`src/rtl/core/biu_ram.sv`:
```
// ---------------------------------------------------------------------------
// biu_ram
// generic single write port, single read port ram with registered read
// ---------------------------------------------------------------------------
module biu_ram #(
	parameter int WIDTH = 8,
	parameter int DEPTH = 16
) (
	input  logic                     clk,
	input  logic                     we,
	input  logic [$clog2(DEPTH)-1:0] waddr,
	input  logic [WIDTH-1:0]         wdata,
	input  logic                     re,
	input  logic [$clog2(DEPTH)-1:0] raddr,
	output logic [WIDTH-1:0]         rdata
);

	logic [WIDTH-1:0] mem [DEPTH];

	always_ff @(posedge clk) begin
		if (we) begin
			mem[waddr] <= wdata;
		end
		if (re) begin
			rdata <= mem[raddr];
		end
	end

endmodule

```
`config.mk`:
```
export PLATFORM = sky130hd
export DESIGN_NAME = biu_ram
export DESIGN_NICKNAME = d
export VERILOG_FILES = /design/src/rtl/core/biu_ram.sv
export SDC_FILE = /design/constraint.sdc
export NUM_CORES = 1
export LEC_CHECK = 0
export BUFFER_PORTS_ARGS = -buffer_cell sky130_fd_sc_hd__buf_2
export CORE_MARGIN = 4
export CORE_UTILIZATION = 50
export DETAILED_ROUTE_END_ITERATION = 6
export GPL_TIMING_DRIVEN = 1
export PLACE_DENSITY = 0.68
export SYNTH_ARGS = -nofsm -noshare
export SYNTH_HDL_FRONTEND = slang
export SYNTH_SLANG_ARGS = --single-unit
```
`constraint.sdc`:
```
create_clock -name clk -period 1.67 [get_ports clk]
set_clock_uncertainty 0.2 [all_clocks]
set_input_delay 0.0835 -clock clk [delete_from_list [all_inputs] [get_ports clk]]
set_output_delay 0.0835 -clock clk [all_outputs]
set_load 0.02 [all_outputs]
```
==> flow_summary_export.csv <==
group,metric,value,unit
synthesis,synth_top_cell_area_share,78.1,%
min_path,hold_end,"mem[15][5]",
final_layout,drive_gt1_share,35.2,%
setup_path,cpPeakStageDelay,0.47,ns
global_routing,grt-ovfl-total,0,
run_status,outcome,"complete, no violations",
clocking,cts_made_buffers,17,
routing,drt_first_iter_violations,188,
floorplan,die_height,110,um
clocking,cts.sinks,136,
clocking,cts_tree,"yes",
setup_path,reg2reg_to,"rdata[7]",
global_routing,met2_usage,26.3,%
synthesis,synth_nets,248,
placed_design,dpl.hpwl,6380,um
routing,vias,2471,
synthesis,synthTopCellsByCount,"edfxtp_1, mux4_2, a22oi_1",
routing,drc,0,
setup_path,critical_path_class,"reg2reg",
sta,worst_pin_slew,0.800,ns
pwr,powerDensity,1200,mW/mm^2
placed_design,gp_congestion,0.753,
floorplan,core.rowCount,37,
clocking,ctsLongestPathBuffers,2,
clocking,ctsRootBufferMaster,"clkbuf_8",
sta,finalSetupViolCount,0,
setup_path,cp_slowest_cell,"mux4_2",
synthesis,ys_ff_latch,136,
routing,wl_per_cell,21.3,um
synthesis,syn-cell-area,0.00523,sq mm
pwr,p_total,7.61,mW
setup_path,r2r_cells,3,
clocking,clock_latency,0.51,ns
global_routing,top_usage_layer,"met1",
sta,grt_setup_unrepaired,"true",
routing,viasPerCell,5.48,
sta,fin_hold_ws,0.0321,ns
final_layout,n_fill_cell,703,
floorplan,design.core.area,0.0102,sq mm
synthesis,syn_inst,229,
sta,fin_crit_sh,99.4,%
final_layout,area_growth,21.1,%
setup_path,start_kind,"flop",
synthesis,synth_area_leader_cell,"edfxtp_1",
floorplan,die_w,110,um
clocking,postCtsSetupBuffers,0,
final_layout,layout.area.seq,0.00408,sq mm
floorplan,dieArea,0.0122,sq mm
sta,min_period,1.66,ns
final_layout,nets,321,
floorplan,initial_core_util,51.1,%
placed_design,io_buffers,26,
global_routing,antenna_found_initial,0,
clocking,htreeDepth,4,
sta,hold_violations,0,
global_routing,met1_usage,26.4,%
min_path,hp-start,"waddr[2]",
sta,slew_headroom,46.5,%
final_layout,diodes,0,
synthesis,ys_seq_area_share,78.1,%
setup_path,path_max_fanout,1,
setup_path,critPathArrivalTime,1.70,ns
global_routing,grt_first_pass_wirelength,14800,um
pwr,p_leak,2.14,nW
global_routing,grt_pass1_vias,2429,
setup_path,reg2reg_from,"mem[2][7]",
synthesis,syn_avg_cell_area,22.8,sq um
setup_path,crit_path_end_kind,"flop",
floorplan,ios,27,
global_routing,grt_use_total,17.9,%
synthesis,yosys_warnings,0,
setup_path,critical_path_required,1.71,ns
min_path,hold_path.class,"in2reg",
global_routing,grt_max_degree,23,
flow_run,maxCapViolCount,0,
min_path,whs_path_depth,4,
global_routing,grt_use_met3,4.37,%
pwr,peakVddDrop,0.789,mV
final_layout,multi_input_area,0.00107,sq mm
routing,ant_nets,0,
placed_design,dp.cells,406,
synthesis,synth_cell_types,18,
synthesis,ys.flop_type,"edfxtp_1",
synthesis,synth_area_leaders,"edfxtp_1, mux4_2, mux4_1",
synthesis,synth-edff-count,136,
sta,maxSlewViolCount,0,
setup_path,rrSetupSlack,0.01,ns
routing,routed_wl,9620,um
synthesis,post-synth-top-count-cell,"edfxtp_1",
clocking,clkSlewWorstSetupHoldPaths,0.06,ns
routing,detail_route.first_pass.iterations,4,
synthesis,async_reset_ff_share,0,%
final_layout,layoutNonFillerInstCount,451,
sta,fmax,602,MHz
setup_path,crit_chain,"mux4_2 -> a22oi_2 -> nand2_1",
[per-stage QoR]
step / utilization (%) / instance area, sq um / worst slack (ns) / setup TNS (ns)
3_5_place_dp: 55.3 / 5660 / -0.224 / -1.15
4_1_cts: 62.0 / 6350 / 0.000504 / 0
3_3_place_gp: 55.3 / 5660 / -0.229 / -1.20
2_1_floorplan: - / 5230 / 0.104 / 0
5_1_grt: 61.9 / 6330 / -0.0713 / -0.213
6_report: 61.9 / 6330 / 0.0101 / 0
[power by group]
part	internal (mW)	switching, mW	total [mW]	leakage [nW]
registers	3.85	0.0180	3.87	1.24
clock network	2.09	1.24	3.33	0.264
logic	0.187	0.229	0.417	0.640
[critical path, delay by kind of cell, from the launching register on]
family / cells / cell delay, ns
AO/OA/AOI/OAI: 1 / 0.24
flip-flops: 1 / 0.37
multiplexers: 1 / 0.47
AND/OR/NAND/NOR: 1 / 0.12
[sequential cells by signal, summed over array words and instances (netlist names)]
signal and flops:
mem 128, rdata 8
[cell families after synthesis]
logic type      share of synthesized area [%]
flops                                    78.1
simple gates                             3.14
mux                                      14.8
compound gates                           2.30
buf+inv                                  1.65
[cell usage in the layout (no fill, tap or decap), drive strengths merged]
master	instances
a22oi	16
and2	1
and2b	1
buf	51
bufinv	2
clkbuf	20
clkinv	9
clkinvlp	1
dlygate4sd3	13
edfxtp	136
mux4	32
nand2	9
nand2b	2
nand3	1
nand3b	2
nor2	13
nor2b	1
nor3	4
or3b	1
[how the worst max path moves through the flow]
stage,startpoint,to,slack (ns),cells after the start
floorplan,raddr[0],rdata[1],0.10,5
global placement,raddr[0],rdata[0],-0.23,5
detailed placement,raddr[0],rdata[0],-0.22,5
CTS,mem[1][3],rdata[3],0.0005,3
global route,mem[4][6],rdata[6],-0.07,4
finish,mem[2][7],rdata[7],0.01,3
[area by class of cell]
cell class	count	share of cell area [%]
Sequential cell	136	64.5
Multi-Input combinational cell	83	16.9
Timing Repair Buffer	64	7.47
Clock buffer	20	6.72
Tap cell	136	2.69
Clock inverter	12	1.72
[what timing repair did]
item	CTS	global route
gates resized for setup	8	6
pin swaps	2	2
hold buffers	13	0
hold endpoints to repair	172	0
setup endpoints to repair	6	8
[metal layers]
layer | wire length [um] | part of all wire (%)
met1 | 4410 | 46
met2 | 4660 | 49
met3 | 435 | 4.5
met4 | 105 | 1.1
met5 | 0 | 0
Power figures use the tool's default switching activity.
