<file path="config.mk">
export PLATFORM = sky130hd
export DESIGN_NAME = biu_blend
export DESIGN_NICKNAME = d
export VERILOG_FILES = /design/src/rtl/core/biu_pkg.sv /design/src/rtl/core/biu_blend.sv
export SDC_FILE = /design/constraint.sdc
export NUM_CORES = 2
export LEC_CHECK = 0
export ABC_AREA = 1
export CAP_MARGIN = 10
export CORE_MARGIN = 2
export CORE_UTILIZATION = 50
export DETAILED_ROUTE_END_ITERATION = 10
export DONT_BUFFER_PORTS = 1
export GPL_TIMING_DRIVEN = 0
export HOLD_SLACK_MARGIN = 0.15
export PLACE_DENSITY = 0.68
export SYNTH_ARGS = -nofsm -noshare
export SYNTH_HDL_FRONTEND = slang
export SYNTH_SLANG_ARGS = --single-unit
</file>
<file path="constraint.sdc">
create_clock -name clk -period 17.5 [get_ports clk]
set_input_delay 4.375 -clock clk [delete_from_list [all_inputs] [get_ports clk]]
set_output_delay 4.375 -clock clk [all_outputs]
set_load 0.01 [all_outputs]
</file>
<file path="src/rtl/core/biu_pkg.sv">
// ---------------------------------------------------------------------------
// biu_pkg
// shared constants, types and reciprocal tables of the bilinear upscaler
// ---------------------------------------------------------------------------
package biu_pkg;

	localparam int MAX_WIDTH  = 256;
	localparam int MAX_HEIGHT = 256;
	localparam int MAX_ZOOM   = 8;

	localparam int PIX_W     = 8;
	localparam int SRC_W     = 8;
	localparam int COORD_W   = 11;
	localparam int ZOOM_W    = 4;
	localparam int DIM_W     = 13;
	localparam int CFG_W     = 9;
	localparam int CFG_IDX_W = 2;

	localparam logic CMD_LOAD = 1'b0;
	localparam logic CMD_READ = 1'b1;

	localparam logic [CFG_IDX_W-1:0] REG_ZOOM = 2'd0;
	localparam logic [CFG_IDX_W-1:0] REG_COLS = 2'd1;
	localparam logic [CFG_IDX_W-1:0] REG_ROWS = 2'd2;

	// ceil(2^16 / z) and ceil(2^24 / z^2)
	localparam int RCP_SHIFT  = 16;
	localparam int RCP_W      = 17;
	localparam int RCP2_SHIFT = 24;
	localparam int RCP2_W     = 25;

	typedef struct packed {
		logic               valid;
		logic               cmd;
		logic [SRC_W-1:0]   src_row;
		logic [SRC_W-1:0]   src_col;
		logic [PIX_W-1:0]   pixel;
		logic [COORD_W-1:0] out_row;
		logic [COORD_W-1:0] out_col;
	} item_t;

	// request context handed from address stage to blend stages
	typedef struct packed {
		logic              valid;
		logic              err;
		logic [ZOOM_W-1:0] z;
		logic [ZOOM_W-1:0] fy;
		logic [ZOOM_W-1:0] fx;
		logic              y0_odd;
		logic              x0_odd;
		logic              y_clamp;
		logic              x_clamp;
	} tag_t;

	function automatic logic [RCP_W-1:0] recip_z(input logic [ZOOM_W-1:0] z);
		logic [RCP_W-1:0] r;
		case (z)
			4'd1:    r = 17'd65536;
			4'd2:    r = 17'd32768;
			4'd3:    r = 17'd21846;
			4'd4:    r = 17'd16384;
			4'd5:    r = 17'd13108;
			4'd6:    r = 17'd10923;
			4'd7:    r = 17'd9363;
			4'd8:    r = 17'd8192;
			4'd9:    r = 17'd7282;
			4'd10:   r = 17'd6554;
			4'd11:   r = 17'd5958;
			4'd12:   r = 17'd5462;
			4'd13:   r = 17'd5042;
			4'd14:   r = 17'd4682;
			4'd15:   r = 17'd4370;
			default: r = 17'd65536;
		endcase
		return r;
	endfunction

	function automatic logic [RCP2_W-1:0] recip_zz(input logic [ZOOM_W-1:0] z);
		logic [RCP2_W-1:0] r;
		case (z)
			4'd1:    r = 25'd16777216;
			4'd2:    r = 25'd4194304;
			4'd3:    r = 25'd1864136;
			4'd4:    r = 25'd1048576;
			4'd5:    r = 25'd671089;
			4'd6:    r = 25'd466034;
			4'd7:    r = 25'd342393;
			4'd8:    r = 25'd262144;
			4'd9:    r = 25'd207127;
			4'd10:   r = 25'd167773;
			4'd11:   r = 25'd138655;
			4'd12:   r = 25'd116509;
			4'd13:   r = 25'd99274;
			4'd14:   r = 25'd85599;
			4'd15:   r = 25'd74566;
			default: r = 25'd16777216;
		endcase
		return r;
	endfunction

endpackage

</file>
<file path="src/rtl/core/biu_blend.sv">
// ---------------------------------------------------------------------------
// biu_blend
// weights, 2x2 weighted sum and normalization by z squared
// ---------------------------------------------------------------------------
module biu_blend (
	input  logic                             clk,
	input  logic                             arst_n,
	input  logic                             adv,
	input  biu_pkg::tag_t                    tag,
	input  logic [3:0][biu_pkg::PIX_W-1:0]   bank_q,
	output logic                             out_valid,
	output logic [biu_pkg::PIX_W-1:0]        pixel_out,
	output logic                             range_error
);

	localparam int ZW = biu_pkg::ZOOM_W;
	localparam int PW = biu_pkg::PIX_W;
	localparam int WW = 2 * ZW;
	localparam int SW = 16;

	biu_pkg::tag_t   tag_s3;
	logic [ZW-1:0]   gy, gx;
	logic [1:0]      i00, i01, i10, i11;
	logic [PW-1:0]   p00, p01, p10, p11;

	logic            v_s4, err_s4;
	logic [ZW-1:0]   z_s4;
	logic [WW-1:0]   w00_s4, w01_s4, w10_s4, w11_s4;
	logic [PW-1:0]   p00_s4, p01_s4, p10_s4, p11_s4;
	logic [SW+1:0]   sum_full;

	logic            v_s5, err_s5;
	logic [ZW-1:0]   z_s5;
	logic [SW-1:0]   sum_s5;
	logic [SW+biu_pkg::RCP2_W-1:0] norm;

	logic            out_v_q, err_q;
	logic [PW-1:0]   pix_q;

	always_ff @(posedge clk or negedge arst_n) begin
		if (!arst_n) begin
			tag_s3  <= '0;
			v_s4    <= 1'b0;
			v_s5    <= 1'b0;
			out_v_q <= 1'b0;
		end else if (adv) begin
			tag_s3  <= tag;
			v_s4    <= tag_s3.valid;
			v_s5    <= v_s4;
			out_v_q <= v_s5;
		end
	end

	// neighbors past the last row or column reuse the clamped pixel
	always_comb begin
		gy  = tag_s3.z - tag_s3.fy;
		gx  = tag_s3.z - tag_s3.fx;
		i00 = {tag_s3.y0_odd, tag_s3.x0_odd};
		i01 = {tag_s3.y0_odd, ~tag_s3.x0_odd};
		i10 = {~tag_s3.y0_odd, tag_s3.x0_odd};
		i11 = {~tag_s3.y0_odd, ~tag_s3.x0_odd};
		p00 = bank_q[i00];
		p01 = tag_s3.x_clamp ? p00 : bank_q[i01];
		p10 = tag_s3.y_clamp ? p00 : bank_q[i10];
		if (tag_s3.y_clamp) begin
			p11 = p01;
		end else if (tag_s3.x_clamp) begin
			p11 = p10;
		end else begin
			p11 = bank_q[i11];
		end
	end

	always_ff @(posedge clk) begin
		if (adv) begin
			err_s4 <= tag_s3.err;
			z_s4   <= tag_s3.z;
			w00_s4 <= gy * gx;
			w01_s4 <= gy * tag_s3.fx;
			w10_s4 <= tag_s3.fy * gx;
			w11_s4 <= tag_s3.fy * tag_s3.fx;
			p00_s4 <= p00;
			p01_s4 <= p01;
			p10_s4 <= p10;
			p11_s4 <= p11;
		end
	end

	assign sum_full = (SW+2)'(w00_s4) * (SW+2)'(p00_s4)
		+ (SW+2)'(w01_s4) * (SW+2)'(p01_s4)
		+ (SW+2)'(w10_s4) * (SW+2)'(p10_s4)
		+ (SW+2)'(w11_s4) * (SW+2)'(p11_s4);

	always_ff @(posedge clk) begin
		if (adv) begin
			err_s5 <= err_s4;
			z_s5   <= z_s4;
			sum_s5 <= sum_full[SW-1:0];
		end
	end

	// floor(sum / z^2) by reciprocal multiply, exact for sums below 2^16
	assign norm = sum_s5 * biu_pkg::recip_zz(z_s5);

	always_ff @(posedge clk) begin
		if (adv) begin
			err_q <= err_s5;
			pix_q <= err_s5 ? '0 : norm[biu_pkg::RCP2_SHIFT +: PW];
		end
	end

	assign out_valid   = out_v_q;
	assign pixel_out   = pix_q;
	assign range_error = err_q;

	a_weights_sum: assert property (@(posedge clk) disable iff (!arst_n)
		v_s4 && !err_s4 |-> (10'(w00_s4) + 10'(w01_s4) + 10'(w10_s4) + 10'(w11_s4))
			== (10'(z_s4) * 10'(z_s4)))
		else $error("blend weights do not sum to z squared");

endmodule

</file>
==> results <==
- The half-perimeter wire length after placement is around 58 mm.
- The first-pass GRT wire length is 111.9 mm.
- The routability-driven placement congestion ratio is 0.9476.
- Compared with the post-synthesis result, the final layout area differs by 5.579%.
- The most numerous cell type found on the critical path is sky130_fd_sc_hd__fa_1.
- The clock period could shrink to 6.743 ns.
- From left edge to right edge, the die measures between 200 and 250 microns.
- The first TritonRoute pass finished after 5 iterations.
- The critical path arrival is 6.94 ns.
- The die outline height is 239.4 microns.
- The achievable clock frequency is 0.1483 GHz.
- The max-slew violation count came to 0.
- The first element of the critical path is p11_s4[0].
- The number of distinct library cells after synthesis is 45.
- The transition time at the pin with the least slew margin is 0.8426 ns.
- In this run the most critical hold path is launched from err_s4.
- The top flip-flop cell by instance count after synthesis is sky130_fd_sc_hd__edfxtp_1.
- At the worst endpoint, the required time is 17.70 ns.
- The total nets after synthesis is 4281.
- The tool flagged a number of max-cap violations equal to 0.
- The fraction of registers with async set or reset after synthesis is between 10 and 15%.
- The detailed router's first-iteration violation count is 1465.
- The number of antenna violations at the first check in global routing came to 0.
- The average wire length per cell after detail routing is 16.02 microns.
- Wires add up to slightly below 70 mm.
- The die covers between 50000 and 60000 sq um.
- The count of instances resized after the clock tree is built is 0.
- The final layout contains 4300 nets.
- Of all nets on the critical path, the largest fanout is 8.
- In this run the number of H-tree levels came out at 4.
- The netlist area before placement is ~28000 sq um.
- The floorplan step defined a core boundary enclosing between 50000 and 60000 sq um.
- The mean instance size in the synthesized netlist is 7.994 sq um.
- For this run, the register share of the synthesized area comes to 14.29%.
- The number of global-route vias before repair came to 21.31k.
- For this run, design rule violations remaining after detail routing come to 0.
- Clock tree synthesis inserted a total of 17 buffers.
- The worst setup path is launched from a flop.
- The number of standard cells after synthesis is 3465.
- The flow ran to the end, and the final reports show no timing, DRC or antenna violations.
- The hold path depth is 0.
- In this run the number of cells on the critical path is 19.
- The number of sinks handled by clock tree synthesis is 143.
- The signal on the critical path passes through clkbuf_1 -> nand2_1 -> fa_1 -> fa_1 -> fa_1 -> inv_1 -> fa_1 -> fa_1 -> fa_1 -> fa_1 -> fa_1 -> ha_1 -> nand2_1 -> o21ai_0 -> nand3_1 -> nand3_1 -> inv_1 -> nand2_1 -> nand2_1.
- In this run, post-CTS hold repair placed 0 buffers.
- For this block, the via count after detailed routing is 20.80k.
- The worst path uses 38.53% of the clock period.
- Counting flops with a built-in enable in the synthesized netlist gives between 90 and 100.
- 0 antenna diodes ended up in the layout.
- Headroom to the max-slew limit came out at a little over two fifths.
- TritonCTS built the clock tree.
- The number of synthesized register bits is 143.
- The number of buffers added on ports is 0.
- Setup violations remaining at the end of the flow were counted as 0.
- The worst clock skew on the final layout is approximately 0.015 ns.
- Setup total negative slack on the finished layout was measured at 0 ns.
- The start-to-end type of the worst setup path is flop to flop.
- The clock passes through at most 2 buffers.
- In this run the core area contains 86 standard-cell rows.
- Once the floorplan was initialized, standard cells occupied 50.37% of the core.
- The number of cells on the worst reg-to-reg path is 19.
- The path type of the worst min-delay path is flop to flop.
- Post-CTS timing repair inserted 0 buffers for setup.
- The later pin in the worst-skew pair is clocked with a latency of 0.46 ns.
- Entering global routing, the biggest net connects 104 pins.
- The slowest stage of the critical path is the sky130_fd_sc_hd__fa_1 cell.
- The root buffer cell chosen for the clock tree is sky130_fd_sc_hd__clkbuf_16.
- The family of cells with the greatest summed delay on the critical path is adder cells.
- The total overflow left after global routing is 0.
- The category of the worst setup path capture point is a flop.
- between 60 and 70 I/O pins were placed.
- The number of buffers and inverters on the critical path is 3.
- The all-layer global routing usage is 25.30%.
- The clock transition time at the flip-flop clock pins of the worst setup and hold paths is 0.07 ns.
- The peak per-stage delay on the critical path is slightly below 0.6 ns.
- The layout filler cell count is 5154.
- The final-report hold violation count is 0.
- Once detail routing completed, the nets flagged for antenna violations numbered 0.
- The worst register-to-register path begins at p11_s4[0].
- The via density per instance is 4.899.
- The layout cell share with drive strength beyond 1 is 2.288%.
- During synthesis, Yosys emitted a total of 0 warnings.
- Setup repair after global routing left no endpoint under its margin.
[logic make-up (layout without fill, tap and decap cells)]
family	count (synthesis)	after routing	synth area share, %
flops	143	143	14.29
mux	10	10	0.3614
buf+inv	1211	1243	16.66
compound gates	183	183	3.668
xor+xnor	39	39	1.260
fa+ha+maj	763	763	48.15
simple gates	1116	1116	15.60
[layout by cell type, fill, tap and decap left out, types with 2 or more instances in the layout]
master                      Yosys  layout
sky130_fd_sc_hd__xnor2_1       16      16
sky130_fd_sc_hd__edfxtp_1      99      99
sky130_fd_sc_hd__nand4_1        2       2
sky130_fd_sc_hd__buf_6          3       3
sky130_fd_sc_hd__nand3_1       54      54
sky130_fd_sc_hd__or2_2          4       4
sky130_fd_sc_hd__a21oi_1       59      59
sky130_fd_sc_hd__xor2_1        22      22
sky130_fd_sc_hd__nand2_1      942     942
sky130_fd_sc_hd__clkbuf_16      0      17
sky130_fd_sc_hd__o21bai_1       5       5
sky130_fd_sc_hd__inv_8          0       4
sky130_fd_sc_hd__nor4_1         3       3
sky130_fd_sc_hd__clkbuf_2       3       3
sky130_fd_sc_hd__nor3_1         8       8
sky130_fd_sc_hd__buf_4          6       6
sky130_fd_sc_hd__dfrtp_1       21      21
sky130_fd_sc_hd__buf_1          2       2
sky130_fd_sc_hd__mux2i_1       10      10
sky130_fd_sc_hd__a31oi_1        6       6
sky130_fd_sc_hd__nor2_1        94      94
sky130_fd_sc_hd__o211ai_1      15      15
sky130_fd_sc_hd__o21a_1         3       3
sky130_fd_sc_hd__buf_2         17      17
sky130_fd_sc_hd__o21ai_0       63      63
sky130_fd_sc_hd__inv_6          0       2
sky130_fd_sc_hd__clkbuf_1     129     129
sky130_fd_sc_hd__o21ai_1       23      23
sky130_fd_sc_hd__ha_1         258     258
sky130_fd_sc_hd__a21o_1         3       3
sky130_fd_sc_hd__clkinv_8       0       5
sky130_fd_sc_hd__clkinv_4       0       2
sky130_fd_sc_hd__inv_2          6       6
sky130_fd_sc_hd__dfxtp_1       23      23
sky130_fd_sc_hd__fa_1         505     505
sky130_fd_sc_hd__inv_1       1045    1045
sky130_fd_sc_hd__nand2_2        3       3
[final cells by class]
class | count | area, sq um | area share [%]
clock inverters | 15 | 183.9 | 0.6290
plain buffers | 160 | 670.6 | 2.293
well taps | 748 | 935.9 | 3.200
inverters | 1051 | 3945 | 13.49
flip-flops and latches | 143 | 3959 | 13.54
multi-input cells | 2111 | 19120 | 65.39
clock buffers | 17 | 425.4 | 1.455
[stage by stage]
step	cells	worst slack [ns]	util, %	cell area [sq um]	hold slack, ns
floorplan	3465	11.49	-	27700	0.4003
detailed placement	4213	10.76	52.08	28630	0.4117
global placement	4213	10.82	52.08	28630	0.4026
global route	4245	10.42	53.18	29240	0.4537
finish	4245	10.76	53.18	29240	0.4304
CTS	4245	10.74	53.18	29240	0.4306
[cells in the mapped netlist, types with 2 or more instances]
| master | count | area share, % |
|---|---|---|
| sky130_fd_sc_hd__ha_1 | 258 | 12 |
| sky130_fd_sc_hd__buf_2 | 17 | 0.31 |
| sky130_fd_sc_hd__o21ai_0 | 63 | 1.1 |
| sky130_fd_sc_hd__nor2_1 | 94 | 1.3 |
| sky130_fd_sc_hd__xor2_1 | 22 | 0.70 |
| sky130_fd_sc_hd__dfrtp_1 | 21 | 1.9 |
| sky130_fd_sc_hd__inv_2 | 6 | 0.081 |
| sky130_fd_sc_hd__a21oi_1 | 59 | 1.1 |
| sky130_fd_sc_hd__mux2i_1 | 10 | 0.36 |
| sky130_fd_sc_hd__or2_2 | 4 | 0.090 |
| sky130_fd_sc_hd__a21o_1 | 3 | 0.081 |
| sky130_fd_sc_hd__a31oi_1 | 6 | 0.14 |
| sky130_fd_sc_hd__o21bai_1 | 5 | 0.14 |
| sky130_fd_sc_hd__clkbuf_1 | 129 | 1.7 |
| sky130_fd_sc_hd__fa_1 | 505 | 36 |
| sky130_fd_sc_hd__edfxtp_1 | 99 | 11 |
| sky130_fd_sc_hd__dfxtp_1 | 23 | 1.7 |
| sky130_fd_sc_hd__buf_4 | 6 | 0.16 |
| sky130_fd_sc_hd__nand4_1 | 2 | 0.045 |
| sky130_fd_sc_hd__buf_6 | 3 | 0.12 |
| sky130_fd_sc_hd__nor4_1 | 3 | 0.068 |
| sky130_fd_sc_hd__nand2_2 | 3 | 0.068 |
| sky130_fd_sc_hd__nand3_1 | 54 | 0.98 |
| sky130_fd_sc_hd__o211ai_1 | 15 | 0.41 |
| sky130_fd_sc_hd__buf_1 | 2 | 0.027 |
| sky130_fd_sc_hd__xnor2_1 | 16 | 0.51 |
| sky130_fd_sc_hd__nand2_1 | 942 | 13 |
| sky130_fd_sc_hd__o21a_1 | 3 | 0.081 |
| sky130_fd_sc_hd__inv_1 | 1045 | 14 |
| sky130_fd_sc_hd__clkbuf_2 | 3 | 0.054 |
| sky130_fd_sc_hd__nor3_1 | 8 | 0.14 |
| sky130_fd_sc_hd__o21ai_1 | 23 | 0.42 |
[path summary, 6_finish.rpt]
kind                              end  slack [ns]
max                        sum_s5[15]       10.76
max reg2reg                sum_s5[15]       10.76
max in group asynchronous  tag_s3[10]       13.82
min reg2reg                    err_s5        0.43
min in group asynchronous   tag_s3[9]        3.60
min                            err_s5        0.43
[per-layer routing]
layer	up-vias	global-route usage (%)	part of all wire, %
met5	-	0	0
met4	0	9.129	3.7
met3	125	3.699	6.6
met2	681	41.31	46
met1	10070	34.46	43
li1	9921	-	-
Power is not shown: default switching activity piles up to over one toggle a cycle in this logic, so the estimate is an artifact.
