$ cat src/rtl/core/biu_pkg.sv
// ---------------------------------------------------------------------------
// biu_pkg
// shared constants, types and reciprocal tables of the bilinear upscaler
// ---------------------------------------------------------------------------
package biu_pkg;

	localparam int MAX_WIDTH  = 256;
	localparam int MAX_HEIGHT = 256;
	localparam int MAX_ZOOM   = 8;

	localparam int PIX_W     = 8;
	localparam int SRC_W     = 8;
	localparam int COORD_W   = 11;
	localparam int ZOOM_W    = 4;
	localparam int DIM_W     = 13;
	localparam int CFG_W     = 9;
	localparam int CFG_IDX_W = 2;

	localparam logic CMD_LOAD = 1'b0;
	localparam logic CMD_READ = 1'b1;

	localparam logic [CFG_IDX_W-1:0] REG_ZOOM = 2'd0;
	localparam logic [CFG_IDX_W-1:0] REG_COLS = 2'd1;
	localparam logic [CFG_IDX_W-1:0] REG_ROWS = 2'd2;

	// ceil(2^16 / z) and ceil(2^24 / z^2)
	localparam int RCP_SHIFT  = 16;
	localparam int RCP_W      = 17;
	localparam int RCP2_SHIFT = 24;
	localparam int RCP2_W     = 25;

	typedef struct packed {
		logic               valid;
		logic               cmd;
		logic [SRC_W-1:0]   src_row;
		logic [SRC_W-1:0]   src_col;
		logic [PIX_W-1:0]   pixel;
		logic [COORD_W-1:0] out_row;
		logic [COORD_W-1:0] out_col;
	} item_t;

	// request context handed from address stage to blend stages
	typedef struct packed {
		logic              valid;
		logic              err;
		logic [ZOOM_W-1:0] z;
		logic [ZOOM_W-1:0] fy;
		logic [ZOOM_W-1:0] fx;
		logic              y0_odd;
		logic              x0_odd;
		logic              y_clamp;
		logic              x_clamp;
	} tag_t;

	function automatic logic [RCP_W-1:0] recip_z(input logic [ZOOM_W-1:0] z);
		logic [RCP_W-1:0] r;
		case (z)
			4'd1:    r = 17'd65536;
			4'd2:    r = 17'd32768;
			4'd3:    r = 17'd21846;
			4'd4:    r = 17'd16384;
			4'd5:    r = 17'd13108;
			4'd6:    r = 17'd10923;
			4'd7:    r = 17'd9363;
			4'd8:    r = 17'd8192;
			4'd9:    r = 17'd7282;
			4'd10:   r = 17'd6554;
			4'd11:   r = 17'd5958;
			4'd12:   r = 17'd5462;
			4'd13:   r = 17'd5042;
			4'd14:   r = 17'd4682;
			4'd15:   r = 17'd4370;
			default: r = 17'd65536;
		endcase
		return r;
	endfunction

	function automatic logic [RCP2_W-1:0] recip_zz(input logic [ZOOM_W-1:0] z);
		logic [RCP2_W-1:0] r;
		case (z)
			4'd1:    r = 25'd16777216;
			4'd2:    r = 25'd4194304;
			4'd3:    r = 25'd1864136;
			4'd4:    r = 25'd1048576;
			4'd5:    r = 25'd671089;
			4'd6:    r = 25'd466034;
			4'd7:    r = 25'd342393;
			4'd8:    r = 25'd262144;
			4'd9:    r = 25'd207127;
			4'd10:   r = 25'd167773;
			4'd11:   r = 25'd138655;
			4'd12:   r = 25'd116509;
			4'd13:   r = 25'd99274;
			4'd14:   r = 25'd85599;
			4'd15:   r = 25'd74566;
			default: r = 25'd16777216;
		endcase
		return r;
	endfunction

endpackage

$ cat src/rtl/core/biu_coord.sv
// ---------------------------------------------------------------------------
// biu_coord
// divides output coordinates by zoom, range check, bank addressing and load writes
// ---------------------------------------------------------------------------
module biu_coord #(
	parameter int MAX_WIDTH  = biu_pkg::MAX_WIDTH,
	parameter int MAX_HEIGHT = biu_pkg::MAX_HEIGHT,
	parameter int ROW_W      = 8,
	parameter int COL_W      = 8,
	parameter int BANK_AW    = 14
) (
	input  logic                              clk,
	input  logic                              arst_n,
	input  logic                              adv,
	input  biu_pkg::item_t                    item_s1,
	input  logic [biu_pkg::ZOOM_W-1:0]        zoom,
	input  logic [biu_pkg::DIM_W-1:0]         cols,
	input  logic [biu_pkg::DIM_W-1:0]         rows,
	output logic [3:0][BANK_AW-1:0]           rd_addr,
	output logic [3:0]                        wr_en,
	output logic [BANK_AW-1:0]                wr_addr,
	output logic [biu_pkg::PIX_W-1:0]         wr_data,
	output biu_pkg::tag_t                     tag
);

	localparam int CW = biu_pkg::COORD_W;
	localparam int LW = biu_pkg::DIM_W + biu_pkg::ZOOM_W;
	localparam logic [biu_pkg::DIM_W-1:0] WMAX = biu_pkg::DIM_W'(MAX_WIDTH);
	localparam logic [biu_pkg::DIM_W-1:0] HMAX = biu_pkg::DIM_W'(MAX_HEIGHT);

	logic [biu_pkg::RCP_W-1:0]    rcp;
	logic [CW+biu_pkg::RCP_W-1:0] prod_r, prod_c;
	logic [LW-1:0]                lim_r, lim_c;
	logic                         err, load_ok;

	logic                         v_s2, cmd_s2, err_s2, load_ok_s2;
	logic [CW-1:0]                y0_s2, x0_s2, orow_s2, ocol_s2;
	logic [biu_pkg::SRC_W-1:0]    srow_s2, scol_s2;
	logic [biu_pkg::PIX_W-1:0]    pix_s2;

	logic [CW+biu_pkg::ZOOM_W-1:0] ry, rx;
	logic [CW-1:0]                 dy, dx;
	logic [biu_pkg::DIM_W-1:0]     yn, xn;
	logic [11:0]                   yr, yr_n, xr, xr_n, lr, lc, ysel, xsel;

	// reciprocal multiply gives exact quotients for these coordinate widths
	always_comb begin
		rcp     = biu_pkg::recip_z(zoom);
		prod_r  = item_s1.out_row * rcp;
		prod_c  = item_s1.out_col * rcp;
		lim_r   = rows * zoom;
		lim_c   = cols * zoom;
		err     = (LW'(item_s1.out_row) >= lim_r) || (LW'(item_s1.out_col) >= lim_c);
		load_ok = (biu_pkg::DIM_W'(item_s1.src_row) < HMAX)
			&& (biu_pkg::DIM_W'(item_s1.src_col) < WMAX);
	end

	always_ff @(posedge clk or negedge arst_n) begin
		if (!arst_n) begin
			v_s2 <= 1'b0;
		end else if (adv) begin
			v_s2 <= item_s1.valid;
		end
	end

	always_ff @(posedge clk) begin
		if (adv) begin
			cmd_s2     <= item_s1.cmd;
			err_s2     <= err;
			load_ok_s2 <= load_ok;
			y0_s2      <= prod_r[biu_pkg::RCP_SHIFT +: CW];
			x0_s2      <= prod_c[biu_pkg::RCP_SHIFT +: CW];
			orow_s2    <= item_s1.out_row;
			ocol_s2    <= item_s1.out_col;
			srow_s2    <= item_s1.src_row;
			scol_s2    <= item_s1.src_col;
			pix_s2     <= item_s1.pixel;
		end
	end

	always_comb begin
		ry   = y0_s2 * zoom;
		rx   = x0_s2 * zoom;
		dy   = orow_s2 - ry[CW-1:0];
		dx   = ocol_s2 - rx[CW-1:0];
		yn   = biu_pkg::DIM_W'(y0_s2) + 1'b1;
		xn   = biu_pkg::DIM_W'(x0_s2) + 1'b1;
		yr   = 12'(y0_s2);
		xr   = 12'(x0_s2);
		yr_n = yr + 1'b1;
		xr_n = xr + 1'b1;
		lr   = 12'(srow_s2);
		lc   = 12'(scol_s2);
		for (int b = 0; b < 4; b++) begin
			// row y0 and y0+1 always sit in banks of opposite parity
			ysel       = (yr[0] == b[1]) ? yr : yr_n;
			xsel       = (xr[0] == b[0]) ? xr : xr_n;
			rd_addr[b] = {ysel[ROW_W-1:1], xsel[COL_W-1:1]};
			wr_en[b]   = adv && v_s2 && (cmd_s2 == biu_pkg::CMD_LOAD) && load_ok_s2
				&& ({srow_s2[0], scol_s2[0]} == 2'(b));
		end
		wr_addr = {lr[ROW_W-1:1], lc[COL_W-1:1]};
		wr_data = pix_s2;

		tag.valid   = v_s2 && (cmd_s2 == biu_pkg::CMD_READ);
		tag.err     = err_s2;
		tag.z       = zoom;
		tag.fy      = dy[biu_pkg::ZOOM_W-1:0];
		tag.fx      = dx[biu_pkg::ZOOM_W-1:0];
		tag.y0_odd  = y0_s2[0];
		tag.x0_odd  = x0_s2[0];
		tag.y_clamp = yn >= rows;
		tag.x_clamp = xn >= cols;
	end

endmodule

$ cat config.mk
export PLATFORM = sky130hd
export DESIGN_NAME = biu_coord
export DESIGN_NICKNAME = d
export VERILOG_FILES = /design/src/rtl/core/biu_pkg.sv /design/src/rtl/core/biu_coord.sv
export SDC_FILE = /design/constraint.sdc
export NUM_CORES = 1
export LEC_CHECK = 0
export ABC_AREA = 1
export ABC_CLOCK_PERIOD_IN_PS = 8600
export BUFFER_PORTS_ARGS = -buffer_cell sky130_fd_sc_hd__buf_2
export CAP_MARGIN = 20
export CORE_ASPECT_RATIO = 1.75
export CORE_MARGIN = 2
export CORE_UTILIZATION = 35
export DETAILED_ROUTE_END_ITERATION = 12
export GPL_TIMING_DRIVEN = 1
export PLACE_DENSITY_LB_ADDON = 0.05
export SETUP_SLACK_MARGIN = 0.1
export SLEW_MARGIN = 0
export SYNTH_ARGS = -nofsm -noshare
export SYNTH_HDL_FRONTEND = slang
export SYNTH_SLANG_ARGS = --single-unit
$ cat constraint.sdc
create_clock -name clk -period 8.6 [get_ports clk]
set_input_delay 1.72 -clock clk [delete_from_list [all_inputs] [get_ports clk]]
set_output_delay 1.72 -clock clk [all_outputs]
set_load 0.05 [all_outputs]
==> impl_metrics.yaml, run 1 <==
sta:
  fin_tns_setup_ps: 0
  whs_ps: 554
  setup_viol: 0
  tightestPinTransition_ps: 763
  slew_viol_final: 0
  finClkSkew_ps: 0
  finalHoldViolCount: 0
  period_minus_slack_ps: 7460
  timing.final.crit_share_pct: 86.8
  fmax_ghz: 0.134
  rsz0062_at_grt: "no"
  slew_headroom_pct: 49.1
power:
  vdd_ir_drop_max_uv: 399
  p_total_uw: 7010
  pwr_density_cell_nw_per_um2: 329
  power.leakage_uw: 0.0119
status:
  status: "complete, no violations"
clocking:
  clk_pin_slew_ps: 70
  cts_hold_buf: 0
  insertion_delay_ps: 370
  cts_tree: "built"
  clockBufferDepth: 2
  cts_made_buffers: 9
  clock-sinks: 57
  root_buffer: "clkbuf_16"
  ctsResizeCount: 0
  post_cts_buffers: 0
  h-tree-depth: 3
floorplanning:
  die_h_microns: 318
  ios: 181
  start_util_pct: 35.2
  rows: 115
  core-area_sq_um: 55800
  dieWidth_microns: 183
  dieArea_sq_um: 58200
finish:
  fin_util_pct: 38.1
  multi_input_area_sq_um: 14900
  fillers: 6026
  seq_area_sq_um: 1710
  nets: 3362
  area_growth_pct: 8.24
  drive_gt1_share_pct: 8.60
logic_synthesis:
  yosysTopAreaCellShare_pct: 32.0
  synth.top_cells.by_count: "inv_1 (624), nand2_1 (616), fa_1 (314)"
  netlist_top_cells_area: "fa_1 (32%), ha_1 (14%), inv_1 (12%)"
  async_flop_share_pct: 1.75
  syn_nets: 3265
  synthMostInstantiatedCell: "inv_1"
  dominantRegCellSynth: "edfxtp_1"
  syn_inst: 2643
  ys_seq_area_share_pct: 8.68
  synth-edff-count: 56
  syn_area_sq_um: 19700
  synth_seq_cells: 57
  ys_warn_count: 0
  avgSynthCellArea_sq_um: 7.44
  synth_top_cell_by_area: "fa_1"
  synth.distinct_cells: 42
grt:
  antenna_found_initial: 5
  grt_pass1_wl_microns: 100000
  grtUsageTotal_pct: 22.6
  grt_start_max_net_pins: 44
  grt.overflow.total: 0
  grt_pass1_vias: 18700
worst_setup_path:
  worst_setup_path_end_kind: "flop"
  cp_slowest_stage_delay_ps: 640
  crit_type: "in -> reg"
  path_cells: "buf_2 -> nor2_1 -> inv_1 -> nand2_1 -> inv_1 -> nand2_1 -> fa_1 -> fa_1 -> fa_1 -> inv_1 -> fa_1 -> inv_1 -> fa_1 -> inv_1 -> ha_1 -> nand2_1 -> inv_1 -> a21oi_1 -> o21ai_0 -> a211oi_1 -> nand2_1 -> xor2_1"
  arrival_ps: 7550
  worstPathRequired_ps: 8690
  path_buf_inv: 7
  start_kind: "primary input"
  crit_top_cell: "inv_1"
  crit_family: "adder cells"
  slowest_stage: "inv_1"
  worstPathMaxFanout: 28
route:
  wire_per_inst_microns: 18.5
  drc: 0
  ant_nets: 0
  wirelength_microns: 63700
  route.vias.total: 17000
  first_pass_iters: 5
  via_per_inst: 4.94
  drt_iter0_markers: 856
hold_path:
  hold_class: "reg -> reg"
flow_run:
  cap_violations: 0
place:
  dp_hpwl_microns: 53600
  gp_congestion: 0.852
  io_buffer_count: 180
==> tightest hold or removal path, delay by kind of cell, from the launching register on <==
kind                   cells  cell delay (ps)
AO/OA/AOI/OAI              1               70
buffers and inverters      1               70
flip-flops                 1              380
==> path summary, 6_finish.rpt <==
kind                               from       end  slack [ps]  cells after the start
max in group asynchronous        arst_n      v_s2        7410                      1
worst max register to register     v_s2      v_s2        7950                      2
worst min-delay path               v_s2      v_s2         550                      2
min in group asynchronous        arst_n      v_s2        1110                      1
worst min register to register     v_s2      v_s2         550                      2
worst max-delay path            zoom[3]  y0_s2[6]        1140                     22
==> metrics by stage <==
stage | instance area (sq um) | worst slack [ps] | instances
floorplan | 19700 | 1220 | 2643
global placement | 21000 | 865 | 3431
detailed placement | 21000 | 786 | 3431
CTS | 21300 | 1160 | 3447
global route | 21300 | 740 | 3449
finish | 21300 | 1140 | 3450
==> per-layer routing <==
metal	routed length [microns]	track usage (%)	vias up
met5	41	0	-
met4	2720	10.1	6
met3	2440	2.18	119
met2	35800	44.3	420
met1	22700	23.9	8443
li1	-	-	8060
==> sequential cells by signal, indices dropped and copies added (netlist names) <==
signal / count
v_s2: 1
x0_s2: 11
cmd_s2: 1
orow_s2: 4
srow_s2: 8
scol_s2: 8
err_s2: 1
wr_data: 8
y0_s2: 11
ocol_s2: 4
==> cells by family (layout without fill, tap and decap cells) <==
| kind of cell | after synthesis | in the layout | synth area share [%] |
|---|---|---|---|
| and+or+nand+nor | 1034 | 1034 | 20.9 |
| AOI/OAI and AO/OA | 185 | 185 | 5.22 |
| other | 0 | 3 | 0 |
| xor gates and xnor gates | 75 | 75 | 3.34 |
| DFF | 57 | 57 | 8.68 |
| adders and majority gates | 541 | 541 | 46.4 |
| buffers and inverters | 751 | 853 | 15.4 |
==> placed cells by master (no fill, tap or decap), types with 2 or more instances in the layout <==
master,synthesis,layout
nor2_1,293,293
or2_2,3,3
a21oi_2,2,2
edfxtp_1,56,56
a21o_1,10,10
o21bai_1,8,8
nor3_1,17,17
nand4_1,21,21
o211ai_1,2,2
xor2_1,44,44
inv_2,3,3
buf_2,12,180
fa_1,314,314
nor4_1,7,7
buf_4,49,26
a31oi_1,14,14
inv_1,624,624
ha_1,227,227
a31o_2,3,3
clkinvlp_4,0,3
o21ai_0,57,57
xnor2_1,31,31
nand2_1,616,616
clkinv_1,4,5
nand3b_1,8,8
o21a_1,3,3
diode_2,0,3
clkbuf_16,0,9
nand3_1,62,62
a21oi_1,78,78
o21ai_1,5,5
==> power breakdown <==
group	total (uW)	internal (uW)	switching (uW)
registers	548	455	93.8
clock network	387	224	163
logic	6080	1900	4170
total	7010	2580	4430
==> cell type report <==
| class | instances | area share [%] |
|---|---|---|
| repair buffers | 206 | 5.15 |
| diodes | 3 | 0.0353 |
| clock buffers | 9 | 1.06 |
| clock inverters | 7 | 0.329 |
| multi-input cells | 1835 | 70.2 |
| flip-flops and latches | 57 | 8.02 |
| well taps | 702 | 4.13 |
| inverters | 631 | 11.1 |
Power figures use the tool's default switching activity.
==> run 2: changes to the inputs <==
CELL_PAD_IN_SITES_DETAIL_PLACEMENT = 1   (was unset)
CELL_PAD_IN_SITES_GLOBAL_PLACEMENT = 2   (was unset)
==> run 2 against run 1 <==
  * Design area rose by 0.39%
  * Sequential share of layout area is essentially flat
  * Critical path depth rose by 3
  * Cell count rose by 0.14%
  * First-iteration DRC count decreased by 48%
  * Combinational power is 1% higher
  * Sequential power grew 5.1%
  * Clock power grew 11%
  * Global-route usage increased by 1.6 points
  * Clock skew is the same
  * Via count grew 0.60%
  * Largest cell class unchanged
  * Largest power group unchanged
  * Highest routed layer unchanged
==> impl_metrics.yaml, run 2 (synthesis gave the netlist of run 1 again) <==
worst_setup_path:
  r2r_cells: 2
  slowest_stage: "fa_1"
  crit_type: "in -> reg"
  worstPathRequired_ps: 8750
  r2r-start: "v_s2"
  cp_slowest_stage_delay_ps: 530
  arrival_ps: 7860
  crit_end: "y0_s2[9]"
  crit_family: "adder cells"
  worst_setup_path_end_kind: "flop"
  worstPathMaxFanout: 21
  path_buf_inv: 7
  r2r-end: "v_s2"
  r2r_setup_slack_ps: 7920
  cp-startpoint: "zoom[1]"
  path_depth: 25
  start_kind: "primary input"
flow_run:
  cap_violations: 0
floorplanning:
  ios: 181
  dieArea_sq_um: 58200
  die_h_microns: 318
  start_util_pct: 35.2
  core-area_sq_um: 55800
  rows: 115
  dieWidth_microns: 183
grt:
  grtUsageMet3_pct: 2.05
  met2_usage_pct: 48.5
  grtUsageTotal_pct: 24.2
  antenna_found_initial: 2
  grt_most_used_layer: "met2"
  grt_pass1_wl_microns: 108000
  grt.overflow.total: 0
  use_met1_pct: 25.0
  grt_start_max_net_pins: 60
  grt_pass1_vias: 19900
sta:
  setup_viol: 0
  timing.final.crit_share_pct: 89.6
  fmax_ghz: 0.130
  slew_viol_final: 0
  tightestPinTransition_ps: 902
  slew_headroom_pct: 39.8
  fin_tns_setup_ps: 0
  finalHoldViolCount: 0
  rsz0062_at_grt: "no"
  finClkSkew_ps: 0
  period_minus_slack_ps: 7710
route:
  wirelength_microns: 67600
  drc: 0
  first_pass_iters: 5
  route.vias.total: 17200
  drt_iter0_markers: 447
  ant_nets: 0
  wire_per_inst_microns: 19.6
  via_per_inst: 4.96
power:
  pwr_density_cell_nw_per_um2: 334
  vdd_ir_drop_max_uv: 435
  power.leakage_uw: 0.0120
finish:
  drive_gt1_share_pct: 8.90
  stdcell_count: 3455
  most-common-layout-cells: "inv_1 (624), nand2_1 (616), fa_1 (314), nor2_1 (293), ha_1 (227)"
  reg_top3: "x0_s2: 11 flops, y0_s2: 11 flops"
  nets: 3370
  area_growth_pct: 8.67
  fillers: 7073
  final_common_cell: "inv_1"
  diodes: 0
clocking:
  post_cts_buffers: 0
  cts_hold_buf: 0
  ctsResizeCount: 0
  cts_tree: "built"
  insertion_delay_ps: 370
  clock-sinks: 57
  clockBufferDepth: 2
  root_buffer: "clkbuf_16"
  h-tree-depth: 3
  clk_pin_slew_ps: 80
  cts_made_buffers: 9
status:
  status: "complete, no violations"
place:
  gp_congestion: 0.862
  io_buffer_count: 180
  placed_cells: 3439
  dp_hpwl_microns: 58200
hold_path:
  hold_class: "reg -> reg"
## run 2: cell count changes in the layout (fill, tap and decap cells not counted), sizes merged
cell and delta:
inv +1, buf +8, clkinv -1, clkinvlp -1, diode -3, bufinv +1
## run 2: metal layers
metal / share of wire, % / routed length (microns)
met5: 0.018 / 12
met4: 4.6 / 3120
met3: 2.1 / 1430
met2: 57 / 38200
met1: 37 / 24800
## run 2: cell type report
type	instances	area [sq um]	area share, %
clock buffer	9	225	1.05
clock inverter	7	101	0.474
inverter	631	2370	11.1
multi-input combinational	1835	14900	69.9
sequential	57	1710	7.99
tap	702	878	4.11
timing repair buffer	214	1160	5.41
## run 2: worst min path at each step
stage / depth (start not counted) / start / end
after global placement: 2 / v_s2 / v_s2
after detailed placement: 2 / v_s2 / v_s2
after floorplan: 2 / v_s2 / v_s2
after CTS: 2 / v_s2 / v_s2
after global routing: 2 / v_s2 / v_s2
final: 2 / v_s2 / v_s2
## run 2: worst min-delay path: stages (launching register included)
cell     delay, ps
dfrtp_1        380
inv_1           70
o21ai_0         70
## run 2: metrics by stage
stage | cell area (sq um) | power [uW] | hold slack [ps] | util (%) | setup WS [ps]
5_1_grt | 21400 | 7970 | 646 | 38.3 | 386
6_report | 21400 | 7150 | 565 | 38.3 | 891
4_1_cts | 21400 | 7290 | 570 | 38.3 | 862
3_3_place_gp | 21000 | 6710 | 530 | 37.7 | 635
2_1_floorplan | 19700 | 5200 | 516 | - | 1220
3_5_place_dp | 21000 | 6800 | 559 | 37.7 | 482
## run 2: where the power goes
| group | internal, uW | leakage (uW) | switching, uW | total, uW |
|---|---|---|---|---|
| registers | 455 | 0.000558 | 121 | 576 |
| clock network | 256 | 0.000153 | 174 | 430 |
| logic | 1900 | 0.0113 | 4240 | 6140 |
| total | 2610 | 0.0120 | 4530 | 7150 |
==> run 3: changes to the inputs <==
CORE_UTILIZATION = 39   (was 35)
==> run 3 against run 2 <==
  * Via count increased by 0.31%
  * Sequential share of layout area about the same
  * Sequential power increased by 2%
  * Clock power decreased by 2%
  * Total power increased by 0.31%
  * Global-route usage increased by 2.2 points
  * Largest power group unchanged
  * Highest routed layer is now met4
==> impl_metrics.yaml, run 3 (synthesis gave the netlist of run 1 again) <==
route:
  first_pass_iters: 5
  wire_per_inst_microns: 19.5
  wirelength_microns: 66700
  via_per_inst: 5.03
  drt_iter0_markers: 458
  route.vias.total: 17200
  ant_nets: 0
  drc: 0
power:
  p_sw_share_pct: 63.2
  pwr_density_cell_nw_per_um2: 335
  p_total_uw: 7170
  internal_power_uw: 2640
  power.leakage_uw: 0.0120
  clockPowerShare_pct: 5.9
  vdd_ir_drop_max_uv: 420
  p_seq_share_pct: 8.2
  switchingPower_uw: 4530
  power_frac_comb_pct: 85.9
worst_setup_path:
  r2r_setup_slack_ps: 7920
  start_kind: "primary input"
  worst_setup_path_end_kind: "flop"
  crit_type: "in -> reg"
  r2r-end: "v_s2"
  r2r_cells: 2
  worstPathMaxFanout: 28
  r2r-start: "v_s2"
  arrival_ps: 7660
  worstPathRequired_ps: 8720
grt:
  grt.overflow.total: 0
  grtUsageTotal_pct: 26.4
  antenna_found_initial: 1
  grt_pass1_vias: 19900
  grt_start_max_net_pins: 60
  grt_pass1_wl_microns: 106000
sta:
  finalHoldViolCount: 0
  fin_tns_setup_ps: 0
  setup_viol: 0
  period_minus_slack_ps: 7540
  slew_viol_final: 0
  slew_headroom_pct: 39.2
  fmax_ghz: 0.133
  rsz0062_at_grt: "no"
  whs_ps: 563
  setup_ws_ps: 1060
  finClkSkew_ps: 0
  timing.final.crit_share_pct: 87.7
  tightestPinTransition_ps: 911
clocking:
  cts_tree: "built"
  clockBufferDepth: 2
  clk_pin_slew_ps: 60
  cts_hold_buf: 0
  cts_made_buffers: 9
  root_buffer: "clkbuf_16"
  ctsResizeCount: 0
  clock-sinks: 57
  insertion_delay_ps: 360
  h-tree-depth: 3
  post_cts_buffers: 0
hold_path:
  min_from: "v_s2"
  hold_class: "reg -> reg"
  min_to: "v_s2"
  holdPathStages: 2
flow_run:
  cap_violations: 0
finish:
  reg_top3: "x0_s2: 11 flops, y0_s2: 11 flops"
  most-common-layout-cells: "inv_1 (624), nand2_1 (616), fa_1 (314), nor2_1 (293), ha_1 (227)"
  nets: 3377
  final_common_cell: "inv_1"
  area_growth_pct: 8.68
  drive_gt1_share_pct: 9.13
floorplanning:
  dieWidth_microns: 174
  ios: 181
  core-area_sq_um: 49700
  die_h_microns: 301
  rows: 108
  dieArea_sq_um: 52300
  start_util_pct: 39.5
place:
  io_buffer_count: 180
  gp_congestion: 0.885
  dp_hpwl_microns: 57300
  pre_cts_slack_ps: 693
status:
  status: "complete, no violations"
[run 3: power groups by stage]
stage	logic, uW	registers (uW)	clock network (uW)
global route	6960	593	444
finish	6160	588	423
global placement	6090	595	0
floorplan	4690	517	0
CTS	6240	591	436
detailed placement	6200	597	0
[run 3: per-layer routing]
metal  share of wire [%]  GRT usage, %  up-vias
met2                  57          53.7      299
met1                  35          26.2     8698
met5                   0             0        -
met3                 1.9          2.02      135
li1                    -             -     8073
met4                 5.8          13.5        0
[run 3: through the flow]
step / util [%] / std cells / cell area [sq um]
after floorplan: - / 2643 / 19700
after CTS: 43.0 / 3420 / 21400
final: 43.0 / 3421 / 21400
after detailed placement: 42.3 / 3404 / 21000
after global routing: 43.0 / 3420 / 21400
after global placement: 42.3 / 3404 / 21000
[run 3: worst max path at each step]
stage,start,to,slack (ps)
2_1_floorplan,zoom[0],y0_s2[9],1220
3_3_place_gp,zoom[3],y0_s2[9],760
3_5_place_dp,zoom[3],y0_s2[9],690
4_1_cts,zoom[3],y0_s2[9],1040
5_1_grt,zoom[3],y0_s2[9],750
6_report,zoom[3],y0_s2[9],1060
[run 3: final cells by class]
class                   instances  area [sq um]
fillers                      6372         28400
multi-input cells            1835         14900
inverters                     631          2370
flip-flops and latches         57          1710
repair buffers                221          1210
well taps                     660           826
clock buffers                   9           225
clock inverters                 7           101
diodes                          1          2.50
[run 3: worst max-delay path, cell delays in order]
cell and delay (ps):
buf_2 540, nor2_1 180, nand2_1 150, nand2_1 80, inv_1 490, nand2_1 170, fa_1 590, inv_1 70
fa_1 490, fa_1 400, fa_1 510, inv_1 50, fa_1 490, inv_1 50, ha_1 340, a21oi_1 270
nor2_1 80, nor2_1 240, nor2_1 80, a2111oi_0 420, nand2_1 120, nand2_1 80, nand2_1 40
